`src/rtl/frame_rate_meter_limiter_top_defines.svh`:
```
// ----------------------------------------------------------------------------
// Frame rate meter / limiter: assertion macros
// Shared property shorthands for the checks at the end of the top level.
// ----------------------------------------------------------------------------
`ifndef FRAME_RATE_METER_LIMITER_TOP_DEFINES_SVH
`define FRAME_RATE_METER_LIMITER_TOP_DEFINES_SVH

// Same-cycle implication, sampled on clock, off during reset
`define FRML_ASSERT_NOW(label, ante, cons, msg) \
   label: assert property (@(posedge clock) disable iff (reset) (ante) |-> (cons)) \
      else $error(msg);

// Next-cycle implication, sampled on clock, off during reset
`define FRML_ASSERT_NEXT(label, ante, cons, msg) \
   label: assert property (@(posedge clock) disable iff (reset) (ante) |=> (cons)) \
      else $error(msg);

`endif

```
`src/rtl/frml_pkg.sv`:
```
// ----------------------------------------------------------------------------
// Frame rate meter / limiter package
// Field widths, fixed constants and the record passed from front to back.
// ----------------------------------------------------------------------------
`default_nettype none

package frml_pkg;

   // Field widths
   localparam int unsigned TS_W    = 32;
   localparam int unsigned FT_W    = 16;
   localparam int unsigned FPS_W   = 22;
   localparam int unsigned DELAY_W = 10;
   localparam int unsigned CAP_W   = 10;

   // Window and queue sizing
   localparam int unsigned WINDOW_SIZE_DEF = 10;
   localparam int unsigned QUEUE_DEPTH     = 2;

   // Arithmetic constants
   localparam int unsigned FT_SAT         = 65535;
   localparam int unsigned FPS_MAX        = 4194303;
   localparam int unsigned FPS_DEFAULT_Q8 = 15360;
   localparam int unsigned FPS_SCALE      = 256000;
   localparam int unsigned FPS_SCALE_W    = $clog2(FPS_SCALE + 1);
   localparam int unsigned MS_PER_S       = 1000;
   localparam int unsigned MAX_FPS_RESET  = 60;
   localparam int unsigned ELAPSED_SAT    = (1 << CAP_W) - 1;

   // One classified frame, front to back
   typedef struct packed {
      logic [FT_W-1:0]  frame_time;
      logic [CAP_W-1:0] elapsed;
   } frame_rec_type;

endpackage

`default_nettype wire

```
`src/rtl/frame_rate_meter_limiter_top.sv`:
```
// ----------------------------------------------------------------------------
// Frame rate meter / limiter
// Usage:
//   req channel: one beat per finished frame (start and end timestamps, ms).
//   rsp channel: one beat per frame with the frame time, the moving-average
//   rate in Q8 over the last WINDOW_SIZE frames, and the delay to keep the
//   rate under the cap. csr_wr_en/csr_wr_data write the cap (0 = no cap).
//   The rate dividend width NUM_W is 22 bits for a window of 10. The shared
//   bit-serial divider in the back end runs up to twice per frame, for the
//   rate and then the budget, and the back end takes no new frame until
//   it has handed off the last one.
//   A two-entry queue holds accepted frames while the back end works, so
//   req stays ready until the queue is full.
//   Reset clears timestamps, window and queue and sets the cap to 60 fps;
//   the first frame after reset has a frame time of 0.
//   When rsp is stalled the result is held, the back end waits with the
//   next result, and req backs up once the queue fills.
// ----------------------------------------------------------------------------
`default_nettype none

`include "frame_rate_meter_limiter_top_defines.svh"

module frame_rate_meter_limiter_top
   import frml_pkg::*;
#(
   parameter int unsigned WINDOW_SIZE = WINDOW_SIZE_DEF
) (
   input  wire logic               clock,
   input  wire logic               reset,
   input  wire logic               csr_wr_en,
   input  wire logic [CAP_W-1:0]   csr_wr_data,
   input  wire logic               req_valid,
   output logic                    req_ready,
   input  wire logic [TS_W-1:0]    req_frame_start_ms,
   input  wire logic [TS_W-1:0]    req_frame_end_ms,
   output logic                    rsp_valid,
   input  wire logic               rsp_ready,
   output logic      [FT_W-1:0]    rsp_frame_time_ms,
   output logic      [FPS_W-1:0]   rsp_fps_q8,
   output logic      [DELAY_W-1:0] rsp_delay_ms
);

   localparam int unsigned REC_W = $bits(frame_rec_type);

   logic          q_push;
   logic          q_pop;
   logic          q_full;
   logic          q_empty;
   frame_rec_type push_rec;
   frame_rec_type pop_rec;

   frml_front u_front (
      .clock              (clock),
      .reset              (reset),
      .req_valid          (req_valid),
      .req_ready          (req_ready),
      .req_frame_start_ms (req_frame_start_ms),
      .req_frame_end_ms   (req_frame_end_ms),
      .q_full             (q_full),
      .q_push             (q_push),
      .q_rec              (push_rec)
   );

   frml_queue #(
      .WIDTH (REC_W),
      .DEPTH (QUEUE_DEPTH)
   ) u_queue (
      .clock     (clock),
      .reset     (reset),
      .push      (q_push),
      .push_data (push_rec),
      .pop       (q_pop),
      .pop_data  (pop_rec),
      .full      (q_full),
      .empty     (q_empty)
   );

   frml_back #(
      .WINDOW_SIZE (WINDOW_SIZE)
   ) u_back (
      .clock             (clock),
      .reset             (reset),
      .csr_wr_en         (csr_wr_en),
      .csr_wr_data       (csr_wr_data),
      .q_empty           (q_empty),
      .q_rec             (pop_rec),
      .q_pop             (q_pop),
      .rsp_valid         (rsp_valid),
      .rsp_ready         (rsp_ready),
      .rsp_frame_time_ms (rsp_frame_time_ms),
      .rsp_fps_q8        (rsp_fps_q8),
      .rsp_delay_ms      (rsp_delay_ms)
   );

   // Checks
   `FRML_ASSERT_NOW(a_no_push_full, q_push, !q_full, "push into full queue")
   `FRML_ASSERT_NOW(a_no_pop_empty, q_pop, !q_empty, "pop from empty queue")
   `FRML_ASSERT_NEXT(a_accept_queued, req_valid && req_ready, !q_empty, "accepted frame lost")
   `FRML_ASSERT_NOW(a_delay_range, rsp_valid, rsp_delay_ms <= DELAY_W'(MS_PER_S), "delay too big")

endmodule

`default_nettype wire

```
`src/rtl/frml_ram.sv`:
```
// ----------------------------------------------------------------------------
// Generic single-port-write RAM
// One write port, one read port with registered read data.
// ----------------------------------------------------------------------------
`default_nettype none

module frml_ram #(
   parameter int unsigned WIDTH = 16,
   parameter int unsigned DEPTH = 10,
   localparam int unsigned ADDR_W = (DEPTH > 1) ? $clog2(DEPTH) : 1
) (
   input  wire logic              clock,
   input  wire logic              wr_en,
   input  wire logic [ADDR_W-1:0] wr_addr,
   input  wire logic [WIDTH-1:0]  wr_data,
   input  wire logic              rd_en,
   input  wire logic [ADDR_W-1:0] rd_addr,
   output logic      [WIDTH-1:0]  rd_data
);

   logic [WIDTH-1:0] mem_ff [DEPTH];
   logic [WIDTH-1:0] rd_data_ff;

   // Write and registered read
   always_ff @(posedge clock) begin
      if (wr_en) begin
         mem_ff[wr_addr] <= wr_data;
      end
      if (rd_en) begin
         rd_data_ff <= mem_ff[rd_addr];
      end
   end

   assign rd_data = rd_data_ff;

endmodule

`default_nettype wire

```
`src/rtl/frml_queue.sv`:
```
// ----------------------------------------------------------------------------
// Frame rate meter / limiter queue
// Small register FIFO that decouples the front from the back.
// ----------------------------------------------------------------------------
`default_nettype none

module frml_queue #(
   parameter int unsigned WIDTH = 26,
   parameter int unsigned DEPTH = 2
) (
   input  wire logic             clock,
   input  wire logic             reset,
   input  wire logic             push,
   input  wire logic [WIDTH-1:0] push_data,
   input  wire logic             pop,
   output logic      [WIDTH-1:0] pop_data,
   output logic                  full,
   output logic                  empty
);

   localparam int unsigned PTR_W = (DEPTH > 1) ? $clog2(DEPTH) : 1;
   localparam int unsigned CNT_W = $clog2(DEPTH + 1);

   logic [WIDTH-1:0] slot_ff [DEPTH];
   logic [PTR_W-1:0] wr_ptr_ff, wr_ptr_in;
   logic [PTR_W-1:0] rd_ptr_ff, rd_ptr_in;
   logic [CNT_W-1:0] count_ff, count_in;

   // Advance pointers with wrap at the depth
   always_comb begin
      wr_ptr_in = wr_ptr_ff;
      rd_ptr_in = rd_ptr_ff;
      count_in  = count_ff;
      if (push) begin
         wr_ptr_in = (wr_ptr_ff == PTR_W'(DEPTH - 1)) ? '0 : wr_ptr_ff + 1'b1;
      end
      if (pop) begin
         rd_ptr_in = (rd_ptr_ff == PTR_W'(DEPTH - 1)) ? '0 : rd_ptr_ff + 1'b1;
      end
      if (push && !pop) begin
         count_in = count_ff + 1'b1;
      end else if (pop && !push) begin
         count_in = count_ff - 1'b1;
      end
   end

   always_ff @(posedge clock) begin
      if (reset) begin
         wr_ptr_ff <= '0;
         rd_ptr_ff <= '0;
         count_ff  <= '0;
      end else begin
         wr_ptr_ff <= wr_ptr_in;
         rd_ptr_ff <= rd_ptr_in;
         count_ff  <= count_in;
      end
   end

   // Store entries
   always_ff @(posedge clock) begin
      if (push) begin
         slot_ff[wr_ptr_ff] <= push_data;
      end
   end

   assign pop_data = slot_ff[rd_ptr_ff];
   assign full     = (count_ff == CNT_W'(DEPTH));
   assign empty    = (count_ff == '0);

endmodule

`default_nettype wire

```
`src/rtl/frml_front.sv`:
```
// ----------------------------------------------------------------------------
// Frame rate meter / limiter front
// Accepts frames, derives the frame time and elapsed time, queues a record.
// ----------------------------------------------------------------------------
`default_nettype none

module frml_front
   import frml_pkg::*;
(
   input  wire logic            clock,
   input  wire logic            reset,
   input  wire logic            req_valid,
   output logic                 req_ready,
   input  wire logic [TS_W-1:0] req_frame_start_ms,
   input  wire logic [TS_W-1:0] req_frame_end_ms,
   input  wire logic            q_full,
   output logic                 q_push,
   output frame_rec_type        q_rec
);

   logic [TS_W-1:0] last_end_ff;
   logic            seen_first_ff;
   logic [TS_W-1:0] delta;
   logic [TS_W-1:0] elapsed;

   assign req_ready = !q_full;
   assign q_push    = req_valid && !q_full;

   // Classify: saturate the frame time, clip the elapsed time past any budget
   assign delta   = req_frame_end_ms - last_end_ff;
   assign elapsed = req_frame_end_ms - req_frame_start_ms;

   always_comb begin
      if (!seen_first_ff) begin
         q_rec.frame_time = '0;
      end else if (delta > TS_W'(FT_SAT)) begin
         q_rec.frame_time = FT_W'(FT_SAT);
      end else begin
         q_rec.frame_time = delta[FT_W-1:0];
      end
      if (elapsed > TS_W'(ELAPSED_SAT)) begin
         q_rec.elapsed = CAP_W'(ELAPSED_SAT);
      end else begin
         q_rec.elapsed = elapsed[CAP_W-1:0];
      end
   end

   // Remember the previous frame end
   always_ff @(posedge clock) begin
      if (reset) begin
         last_end_ff   <= '0;
         seen_first_ff <= 1'b0;
      end else if (q_push) begin
         last_end_ff   <= req_frame_end_ms;
         seen_first_ff <= 1'b1;
      end
   end

endmodule

`default_nettype wire

```
`src/rtl/frml_div.sv`:
```
// ----------------------------------------------------------------------------
// Frame rate meter / limiter divider
// Restoring divider, one quotient bit per cycle, shared by rate and budget.
// ----------------------------------------------------------------------------
`default_nettype none

module frml_div #(
   parameter int unsigned NUM_W = 22,
   parameter int unsigned DEN_W = 20
) (
   input  wire logic             clock,
   input  wire logic             reset,
   input  wire logic             start,
   input  wire logic [NUM_W-1:0] numer,
   input  wire logic [DEN_W-1:0] denom,
   output logic                  done,
   output logic      [NUM_W-1:0] quot
);

   localparam int unsigned IT_W = $clog2(NUM_W + 1);

   logic [NUM_W-1:0] num_ff;
   logic [DEN_W-1:0] den_ff;
   logic [DEN_W-1:0] rem_ff;
   logic [NUM_W-1:0] quot_ff;
   logic [IT_W-1:0]  iter_ff;
   logic             run_ff;
   logic             done_ff;
   logic [DEN_W:0]   trial;
   logic [DEN_W:0]   diff;
   logic             fits;

   // One restoring step
   assign trial = {rem_ff, num_ff[NUM_W-1]};
   assign diff  = trial - {1'b0, den_ff};
   assign fits  = (trial >= {1'b0, den_ff});

   // Control
   always_ff @(posedge clock) begin
      if (reset) begin
         run_ff  <= 1'b0;
         done_ff <= 1'b0;
         iter_ff <= '0;
      end else begin
         done_ff <= 1'b0;
         if (start) begin
            run_ff  <= 1'b1;
            iter_ff <= IT_W'(NUM_W);
         end else if (run_ff) begin
            iter_ff <= iter_ff - 1'b1;
            if (iter_ff == IT_W'(1)) begin
               run_ff  <= 1'b0;
               done_ff <= 1'b1;
            end
         end
      end
   end

   // Datapath
   always_ff @(posedge clock) begin
      if (start) begin
         num_ff  <= numer;
         den_ff  <= denom;
         rem_ff  <= '0;
         quot_ff <= '0;
      end else if (run_ff) begin
         num_ff  <= {num_ff[NUM_W-2:0], 1'b0};
         rem_ff  <= fits ? diff[DEN_W-1:0] : trial[DEN_W-1:0];
         quot_ff <= {quot_ff[NUM_W-2:0], fits};
      end
   end

   assign done = done_ff;
   assign quot = quot_ff;

endmodule

`default_nettype wire

```
`src/rtl/frml_back.sv`:
```
// ----------------------------------------------------------------------------
// Frame rate meter / limiter back
// Updates the frame time window, divides out rate and budget, holds the result.
// ----------------------------------------------------------------------------
`default_nettype none

module frml_back
   import frml_pkg::*;
#(
   parameter int unsigned WINDOW_SIZE = WINDOW_SIZE_DEF
) (
   input  wire logic               clock,
   input  wire logic               reset,
   input  wire logic               csr_wr_en,
   input  wire logic [CAP_W-1:0]   csr_wr_data,
   input  wire logic               q_empty,
   input  wire frame_rec_type      q_rec,
   output logic                    q_pop,
   output logic                    rsp_valid,
   input  wire logic               rsp_ready,
   output logic      [FT_W-1:0]    rsp_frame_time_ms,
   output logic      [FPS_W-1:0]   rsp_fps_q8,
   output logic      [DELAY_W-1:0] rsp_delay_ms
);

   localparam int unsigned CNT_W = $clog2(WINDOW_SIZE + 1);
   localparam int unsigned PTR_W = (WINDOW_SIZE > 1) ? $clog2(WINDOW_SIZE) : 1;
   localparam int unsigned SUM_W = FT_W + CNT_W;
   localparam int unsigned NUM_W = (FPS_SCALE_W + CNT_W > FPS_W) ?
                                   (FPS_SCALE_W + CNT_W) : FPS_W;

   typedef enum logic [2:0] {
      ST_IDLE,
      ST_UPDATE,
      ST_FPS,
      ST_FPS_WAIT,
      ST_CAP,
      ST_CAP_WAIT,
      ST_OUT
   } state_type;

   state_type          state_ff;
   logic [CAP_W-1:0]   max_fps_ff;
   logic [PTR_W-1:0]   ptr_ff;
   logic [CNT_W-1:0]   count_ff;
   logic [SUM_W-1:0]   sum_ff;
   frame_rec_type      rec_ff;
   logic [FPS_W-1:0]   fps_ff;
   logic [DELAY_W-1:0] delay_ff;
   logic               rsp_valid_ff;
   logic [FT_W-1:0]    rsp_ft_ff;
   logic [FPS_W-1:0]   rsp_fps_ff;
   logic [DELAY_W-1:0] rsp_delay_ff;

   logic               full;
   logic [FT_W-1:0]    ring_rd_data;
   logic [FT_W-1:0]    evicted;
   logic               ring_wr;
   logic               div_start;
   logic [NUM_W-1:0]   div_numer;
   logic [SUM_W-1:0]   div_denom;
   logic               div_done;
   logic [NUM_W-1:0]   div_quot;
   logic [CAP_W-1:0]   budget;
   logic               out_free;

   // Frame rate cap register
   always_ff @(posedge clock) begin
      if (reset) begin
         max_fps_ff <= CAP_W'(MAX_FPS_RESET);
      end else if (csr_wr_en) begin
         max_fps_ff <= csr_wr_data;
      end
   end

   assign full     = (count_ff == CNT_W'(WINDOW_SIZE));
   assign evicted  = full ? ring_rd_data : '0;
   assign q_pop    = (state_ff == ST_IDLE) && !q_empty;
   assign ring_wr  = (state_ff == ST_UPDATE);
   assign out_free = !rsp_valid_ff || rsp_ready;
   assign budget   = div_quot[CAP_W-1:0];

   // Start the divider for the rate when the window sum is nonzero, or for the budget when the cap is on
   assign div_start = ((state_ff == ST_FPS) && (sum_ff != '0)) ||
                      ((state_ff == ST_CAP) && (max_fps_ff != '0));
   assign div_numer = (state_ff == ST_FPS) ?
                      NUM_W'(FPS_SCALE) * NUM_W'(count_ff) : NUM_W'(MS_PER_S);
   assign div_denom = (state_ff == ST_FPS) ? sum_ff : SUM_W'(max_fps_ff);

   frml_ram #(
      .WIDTH (FT_W),
      .DEPTH (WINDOW_SIZE)
   ) u_ring (
      .clock   (clock),
      .wr_en   (ring_wr),
      .wr_addr (ptr_ff),
      .wr_data (rec_ff.frame_time),
      .rd_en   (q_pop),
      .rd_addr (ptr_ff),
      .rd_data (ring_rd_data)
   );

   frml_div #(
      .NUM_W (NUM_W),
      .DEN_W (SUM_W)
   ) u_div (
      .clock (clock),
      .reset (reset),
      .start (div_start),
      .numer (div_numer),
      .denom (div_denom),
      .done  (div_done),
      .quot  (div_quot)
   );

   // Sequence one frame: window update, rate divide, budget divide, hand off
   always_ff @(posedge clock) begin
      if (reset) begin
         state_ff     <= ST_IDLE;
         ptr_ff       <= '0;
         count_ff     <= '0;
         sum_ff       <= '0;
         rsp_valid_ff <= 1'b0;
      end else begin
         if (rsp_valid_ff && rsp_ready && (state_ff != ST_OUT)) begin
            rsp_valid_ff <= 1'b0;
         end
         case (state_ff)
            ST_IDLE: begin
               if (!q_empty) begin
                  rec_ff   <= q_rec;
                  state_ff <= ST_UPDATE;
               end
            end
            ST_UPDATE: begin
               sum_ff   <= sum_ff - SUM_W'(evicted) + SUM_W'(rec_ff.frame_time);
               ptr_ff   <= (ptr_ff == PTR_W'(WINDOW_SIZE - 1)) ? '0 : ptr_ff + 1'b1;
               if (!full) begin
                  count_ff <= count_ff + 1'b1;
               end
               state_ff <= ST_FPS;
            end
            ST_FPS: begin
               if (sum_ff == '0) begin
                  fps_ff   <= FPS_W'(FPS_DEFAULT_Q8);
                  state_ff <= ST_CAP;
               end else begin
                  state_ff <= ST_FPS_WAIT;
               end
            end
            ST_FPS_WAIT: begin
               if (div_done) begin
                  fps_ff   <= (div_quot > NUM_W'(FPS_MAX)) ?
                              FPS_W'(FPS_MAX) : div_quot[FPS_W-1:0];
                  state_ff <= ST_CAP;
               end
            end
            ST_CAP: begin
               if (max_fps_ff == '0) begin
                  delay_ff <= '0;
                  state_ff <= ST_OUT;
               end else begin
                  state_ff <= ST_CAP_WAIT;
               end
            end
            ST_CAP_WAIT: begin
               if (div_done) begin
                  delay_ff <= (budget > rec_ff.elapsed) ?
                              DELAY_W'(budget - rec_ff.elapsed) : '0;
                  state_ff <= ST_OUT;
               end
            end
            ST_OUT: begin
               if (out_free) begin
                  rsp_valid_ff <= 1'b1;
                  rsp_ft_ff    <= rec_ff.frame_time;
                  rsp_fps_ff   <= fps_ff;
                  rsp_delay_ff <= delay_ff;
                  state_ff     <= ST_IDLE;
               end
            end
            default: begin
               state_ff <= ST_IDLE;
            end
         endcase
      end
   end

   assign rsp_valid         = rsp_valid_ff;
   assign rsp_frame_time_ms = rsp_ft_ff;
   assign rsp_fps_q8        = rsp_fps_ff;
   assign rsp_delay_ms      = rsp_delay_ff;

endmodule

`default_nettype wire

```
`config.mk`:
```
export PLATFORM = sky130hd
export DESIGN_NAME = frame_rate_meter_limiter_top
export DESIGN_NICKNAME = d
export VERILOG_FILES = /design/src/rtl/frml_pkg.sv /design/src/rtl/frame_rate_meter_limiter_top.sv /design/src/rtl/frml_ram.sv /design/src/rtl/frml_queue.sv /design/src/rtl/frml_front.sv /design/src/rtl/frml_div.sv /design/src/rtl/frml_back.sv
export VERILOG_INCLUDE_DIRS = /design/src /design/src/rtl
export SDC_FILE = /design/constraint.sdc
export NUM_CORES = 1
export LEC_CHECK = 0
export BUFFER_PORTS_ARGS = -buffer_cell sky130_fd_sc_hd__buf_2
export CORE_ASPECT_RATIO = 1.25
export CORE_MARGIN = 1
export CORE_UTILIZATION = 45
export DETAILED_ROUTE_END_ITERATION = 7
export GPL_TIMING_DRIVEN = 0
export PLACE_DENSITY = 0.67
export SYNTH_ARGS = -nofsm -noshare
export SYNTH_HDL_FRONTEND = slang
export SYNTH_HIERARCHICAL = 1
export SYNTH_SLANG_ARGS = --single-unit
```
`constraint.sdc`:
```
create_clock -name clock -period 9.2 [get_ports clock]
set_input_delay 1.38 -clock clock [delete_from_list [all_inputs] [get_ports clock]]
set_output_delay 1.38 -clock clock [all_outputs]
set_load 0.05 [all_outputs]
```
==> metrics.yaml, run 1 <==
synth:
  yosysWarnings: 6
  ys_types: 104
  post-synth-top-area-fraction: 0.420
  synth_area_um2: 26900
  async_flop_share: 0
  ys_seq_area_frac: 0.516
  yosys.area.top_type: "edfxtp_1"
  synth_edf_count: 376
  avgSynthCellArea_um2: 11.0
  synth-seq-cells: 505
  synth.area.top_cells: "edfxtp_1 42%, dfxtp_1 9.6%, ha_1 6.2%, mux2_2 4.1%, mux2i_1 3.5%"
  yosys_most_used_dff: "edfxtp_1"
  synthCells: 2447
routing:
  drt_iter0_markers: 1276
  routed_wl_um: 66200
  postRouteAntennaNets: 0
  first_pass_iters: 8
  wire_per_inst_um: 19.2
  drc: 3
  routed_via_density: 5.60
  vias: 19303
place:
  place_hpwl_um: 49900
  place_congestion: 0.932
  place_ws_ns: 4.24
  port_buffers: 127
clocking:
  cts.sinks: 505
  root_buffer: "clkbuf_16"
  clkSlewWorstSetupHoldPaths_ns: 0.06
  cts_inserted_buffers: 51
  cts_max_level: 2
  ctsHoldBuffers: 0
  clock_latency_ns: 0.60
  postCtsSetupRepairBufs: 0
  cts_buffer_depth: 3
  cts_tree: "done"
  cts_resized: 0
status:
  failed_checks: "DRC"
  status: "complete, but fails checks"
critical_path:
  required_ns: 9.48
  cpPeakStageDelay_ns: 0.63
  startpoint_type: "input port"
  cp_slowest_cell: "a2111oi_4"
  rrSetupSlack_ns: 5.29
  cp_max_fo: 10
  rr_worst_depth: 13
  cp_common_cell: "inv_1"
  path_delay_family: "compound AO/OA/AOI/OAI gates"
  timing.rr.end: "u_back/sum_ff[17]"
  crit_chain: "buf_2 -> inv_1 -> ha_1 -> inv_1 -> fa_1 -> a211oi_1 -> o21bai_1 -> a31o_2 -> a21oi_1 -> o21ai_0 -> nand2_1 -> mux2i_1 -> a2111oi_4 -> nand3_1"
  cp.arrival_ns: 4.66
  crit_path_end_kind: "flop"
  critPathKind: "input port to flop"
  r2r_start: "u_back/count_ff[0]"
  path_buf_inv: 3
timing:
  drv_slew: 0
  max_clock_freq_ghz: 0.228
  rsz0062_at_grt: "no"
  finClkSkew_ns: 0.0287
  min_period_ns: 4.39
  worst_slack_ns: 4.81
  slew_headroom: 0.200
  hold_violations: 0
  setup-violations-final: 0
  tightest_slew_ns: 1.20
  period_share: 0.477
finish:
  nets: 2888
  n_antenna_cell: 0
  mostFrequentLayoutCell: "edfxtp_1"
  final_cell_mix: "376 x edfxtp_1, 225 x nand2_1, 209 x inv_1, 159 x nor2_1, 149 x a21oi_1"
  area_growth_pct: 13.0
  drive_above_1_share: 0.161
  utilization: 0.518
flow_run:
  cap_viol_max_count: 0
hold_path:
  whs_path_depth: 0
  worstHoldStart: "u_back/fps_ff[1]"
  hold_path.class: "flop to flop"
  hold-path-endpoint: "u_back/rsp_fps_q8[1]"
die:
  die_y_um: 275
  die-area_um2: 60800
  rows: 99
  initial_utilization: 0.458
  coreArea_um2: 58700
  ioPinCount: 129
  chipWidth_um: 221
grt:
  grt_pass1_wl_um: 103000
  grtUsageTotal: 0.218
  overflow: 0
  grt_pass1_vias: 19672
  antenna_found_initial: 2
  grt_max_degree: 27
pwr:
  leakagePower_nw: 11.6
  p_per_area_nw_per_um2: 278
  vdd_drop_max_uv: 172
## cell families (layout without fill, tap and decap cells)
logic type,Yosys count,after routing,synth area share
other,1,5,0.000139
buffers and inverters,317,556,0.0505
multiplexers,191,191,0.0757
AND/OR/NAND/NOR,661,661,0.117
flip-flops,505,505,0.516
XOR/XNOR,87,87,0.0283
adder cells (fa/ha/maj),160,160,0.0819
AO/OA/AOI/OAI,525,525,0.131
## cells in the mapped netlist (53+ instances only)
cell,number
xnor2_1,57
nand2_1,225
a21oi_1,150
mux2_2,97
ha_1,133
dfxtp_1,129
nor2_1,167
clkbuf_1,53
mux2i_1,93
o21ai_0,77
inv_1,209
edfxtp_1,376
## per-stage QoR
| step | setup TNS [ns] | power, mW | instances | hold WS [ns] | instance area [µm²] |
|---|---|---|---|---|---|
| after CTS | 0 | 8.51 | 3447 | 0.403 | 30400 |
| after floorplan | 0 | 5.57 | 2451 | 0.400 | 26900 |
| after global placement | -50.35 | 6.35 | 3335 | 0.406 | 28500 |
| after global routing | 0 | 8.96 | 3447 | 0.407 | 30400 |
| final | 0 | 8.46 | 3447 | 0.395 | 30400 |
| after detailed placement | 0 | 6.46 | 3353 | 0.406 | 28800 |
## report_power, final
part | leakage (nW) | switching (mW) | internal [mW] | total [mW]
Clock | 0.789 | 0.870 | 1.16 | 2.03
Sequential | 4.43 | 0.233 | 2.92 | 3.15
Combinational | 6.39 | 1.95 | 1.33 | 3.28
## flip-flops by register name (all words and copies together) (netlist names), 2 cells and up, named ones only
register	cells
u_back/sum_ff	20
u_back/ptr_ff	4
u_back/u_div/den_ff	20
u_queue/count_ff	2
u_back/u_div/quot	22
u_back/max_fps_ff	10
u_back/u_div/num_ff	22
u_back/u_div/iter_ff	5
u_back/count_ff	4
u_back/rsp_fps_q8	22
u_back/u_div/rem_ff	20
u_back/delay_ff	10
u_back/rsp_frame_time_ms	16
u_queue/slot_ff	52
u_back/state_ff	3
u_front/last_end_ff	32
u_back/fps_ff	22
u_back/u_ring/rd_data	16
u_back/u_ring/mem_ff	160
u_back/rsp_delay_ms	10
u_back/rec_ff	26
## worst max-delay path by stage
| stage | startpoint | to | slack [ns] | cells past startpoint |
|---|---|---|---|---|
| finish | req_frame_end_ms[0] | u_queue/slot_ff[0][1] | 4.81 | 14 |
| global route | req_frame_end_ms[0] | u_queue/slot_ff[0][0] | 4.60 | 14 |
| CTS | req_frame_end_ms[0] | u_queue/slot_ff[1][0] | 4.86 | 14 |
| detailed placement | req_frame_end_ms[0] | u_queue/slot_ff[0][0] | 4.24 | 14 |
| global placement | reset | u_back/rsp_frame_time_ms[9] | -1.06 | 5 |
| floorplan | reset | u_back/rsp_delay_ms[0] | 2.34 | 4 |
## area by class of cell
| class | instances | area, µm² |
|---|---|---|
| fill | 5120 | 28300 |
| buffer | 104 | 561 |
| multi-input combinational | 1629 | 11700 |
| timing repair buffer | 145 | 843 |
| tap | 757 | 947 |
| inverter | 213 | 800 |
| sequential | 505 | 13900 |
| clock buffer | 66 | 1350 |
| clock inverter | 28 | 277 |
## metal layers
metal	vias up	global-route usage	routed length, µm
met5	-	0	34
met4	4	0.0917	2530
met3	131	0.0279	2760
met2	518	0.406	34700
met1	9382	0.250	26100
li1	9268	-	-
## worst reg2reg max path, delay by kind of cell (launching register included)
| family | cells | cell delay [ns] |
|---|---|---|
| AOI/OAI and AO/OA | 5 | 1.13 |
| adders and majority gates | 3 | 1.17 |
| buffers and inverters | 3 | 0.49 |
| DFF | 1 | 0.50 |
| muxes | 1 | 0.32 |
| and+or+nand+nor | 1 | 0.23 |
Power figures use the tool's default switching activity.
==> run 2: changes to the inputs <==
--- a/config.mk
+++ b/config.mk
@@ -12,7 +12,7 @@
 export CORE_UTILIZATION = 45
 export DETAILED_ROUTE_END_ITERATION = 7
 export GPL_TIMING_DRIVEN = 0
-export PLACE_DENSITY = 0.67
+export PLACE_DENSITY = 0.7
 export SYNTH_ARGS = -nofsm -noshare
 export SYNTH_HDL_FRONTEND = slang
 export SYNTH_HIERARCHICAL = 1
==> constraint.sdc (replaced) <==
create_clock -name clock -period 3.8 [get_ports clock]
set_input_delay 0.57 -clock clock [delete_from_list [all_inputs] [get_ports clock]]
set_output_delay 0.57 -clock clock [all_outputs]
set_load 0.05 [all_outputs]
==> metrics.yaml, run 2 (synthesis results as in run 1) <==
critical_path:
  cp_max_fo: 10
  rrSetupSlack_ns: 0.14
  cpPeakStageDelay_ns: 0.47
  timing.rr.end: "u_back/sum_ff[17]"
  crit_chain: "inv_1 -> ha_2 -> clkbuf_2 -> and3_1 -> fa_1 -> inv_1 -> ha_1 -> buf_6 -> a211oi_2 -> o21ai_1 -> a22oi_1 -> a21boi_2 -> mux2_4 -> a221oi_2"
  cp_common_cell: "inv_1"
  cp.arrival_ns: 4.16
  cp_slowest_cell: "fa_1"
  startpoint_type: "flop"
  critPathKind: "flop to flop"
  rr_worst_depth: 14
  path_delay_family: "adder cells"
  required_ns: 4.31
  path_buf_inv: 4
  r2r_start: "u_back/count_ff[0]"
  crit_path_end_kind: "flop"
clocking:
  cts_inserted_buffers: 50
  cts.sinks: 505
  root_buffer: "clkbuf_16"
  clkSlewWorstSetupHoldPaths_ns: 0.07
  cts_max_level: 2
  clock_latency_ns: 0.59
  cts_buffer_depth: 3
  cts_tree: "done"
routing:
  drt_iter0_markers: 1229
  first_pass_iters: 7
  routed_wl_um: 66300
  drc: 6
  vias: 19352
  postRouteAntennaNets: 0
  wire_per_inst_um: 19.2
  routed_via_density: 5.61
flow_run:
  cap_viol_max_count: 0
timing:
  tightest_slew_ns: 1.16
  hold_violations: 0
  max_clock_freq_ghz: 0.274
  min_period_ns: 3.66
  finClkSkew_ns: 0.0370
  period_share: 0.962
  slew_headroom: 0.224
  rsz0062_at_grt: "yes"
  setup-violations-final: 0
  drv_slew: 0
  worst_slack_ns: 0.144
  hold_ws_ns: 0.199
die:
  chipWidth_um: 221
  initial_utilization: 0.458
  die-area_um2: 60800
  rows: 99
  ioPinCount: 129
  coreArea_um2: 58700
  die_y_um: 275
grt:
  grt_pass1_wl_um: 104000
  grt_max_degree: 27
  overflow: 0
  grt_pass1_vias: 19447
  antenna_found_initial: 1
  grtUsageTotal: 0.219
place:
  port_buffers: 127
  place_ws_ns: -0.310
  place_hpwl_um: 49500
  place_congestion: 0.913
pwr:
  leakagePower_nw: 11.6
  swShare: 0.363
  p_per_area_nw_per_um2: 676
  comb_power_share: 0.391
  p_clk_frac: 0.240
  p_seq_frac: 0.370
  p_switching_mw: 7.47
  p_int_mw: 13.1
  finalPower_mw: 20.6
  vdd_drop_max_uv: 472
finish:
  reg_top3: "u_back/u_ring/mem_ff (160), u_queue/slot_ff (52), u_front/last_end_ff (32)"
  mostFrequentLayoutCell: "edfxtp_1"
  final_cell_mix: "376 x edfxtp_1, 225 x nand2_1, 208 x inv_1, 159 x nor2_1, 148 x buf_2"
  area_growth_pct: 13.1
  regMostFlops: "u_back/u_ring/mem_ff"
  nets: 2888
  drive_above_1_share: 0.166
  largest_reg_flops: 160
hold_path:
  hold_path.class: "input port to flop"
  worstHoldStart: "csr_wr_data[2]"
  hold-path-endpoint: "u_back/max_fps_ff[2]"
  whs_path_depth: 3
status:
  failed_checks: "DRC"
  status: "complete, but fails checks"
## run 2: worst max path at each step
stage | start | endpoint | slack [ns] | cells after the start
2_1_floorplan | u_back/state_ff[0] | u_back/rec_ff[0] | 0.17 | 3
3_3_place_gp | u_back/state_ff[0] | u_back/rec_ff[25] | -1.31 | 3
3_5_place_dp | req_frame_end_ms[0] | u_queue/slot_ff[0][3] | -0.31 | 14
4_1_cts | u_back/sum_ff[7] | u_back/u_div/num_ff[2] | 0.01 | 10
5_1_grt | u_back/count_ff[0] | u_back/sum_ff[17] | -0.05 | 14
6_report | u_back/count_ff[0] | u_back/sum_ff[17] | 0.14 | 14
## run 2: per-stage QoR
step | util | instance area, µm² | instances | TNS [ns]
after floorplan | - | 26900 | 2451 | 0
after global placement | 0.486 | 28500 | 3335 | -131.07
after detailed placement | 0.490 | 28700 | 3349 | -14.58
after CTS | 0.518 | 30400 | 3441 | 0
after global routing | 0.519 | 30400 | 3446 | -0.0509
final | 0.519 | 30500 | 3447 | 0
## run 2: what timing repair did
item,4_1_cts,5_1_grt
pin swaps,0,2
cloned,1,0
setup endpoints to repair,58,42
resized for setup,7,6
hold buffers,0,0
buffers inserted,0,4
## run 2: power groups by stage
stage | combinational [mW] | sequential (mW) | clock, mW
floorplan | 5.99 | 7.50 | 0
global placement | 7.64 | 7.71 | 0
detailed placement | 7.87 | 7.74 | 0
CTS | 7.96 | 7.62 | 5.04
global route | 8.81 | 7.71 | 5.24
finish | 8.04 | 7.62 | 4.93
## run 2: final cells by class
| type | count | area [µm²] |
|---|---|---|
| Inverter | 213 | 803 |
| Fill cell | 5171 | 28300 |
| Sequential cell | 505 | 13900 |
| Antenna cell | 2 | 5.00 |
| Timing Repair inverter | 1 | 7.51 |
| Clock inverter | 29 | 305 |
| Multi-Input combinational cell | 1629 | 11800 |
| Clock buffer | 62 | 1330 |
| Buffer | 104 | 563 |
| Tap cell | 757 | 947 |
| Timing Repair Buffer | 145 | 842 |
## run 2: layer usage
metal,track usage,up-vias,wire length (µm)
met1,0.262,9459,26700
met5,0,-,0
met4,0.0707,0,1910
met3,0.0250,109,3050
met2,0.406,522,34700
li1,-,9262,-
## run 2: worst register-to-register path: cells and delay by family, from the launching register on
| family | cells | cell delay, ns |
|---|---|---|
| mux | 1 | 0.32 |
| fa+ha+maj | 3 | 1.05 |
| simple gates | 1 | 0.21 |
| compound gates | 5 | 0.99 |
| buf+inv | 4 | 0.56 |
| flops | 1 | 0.43 |
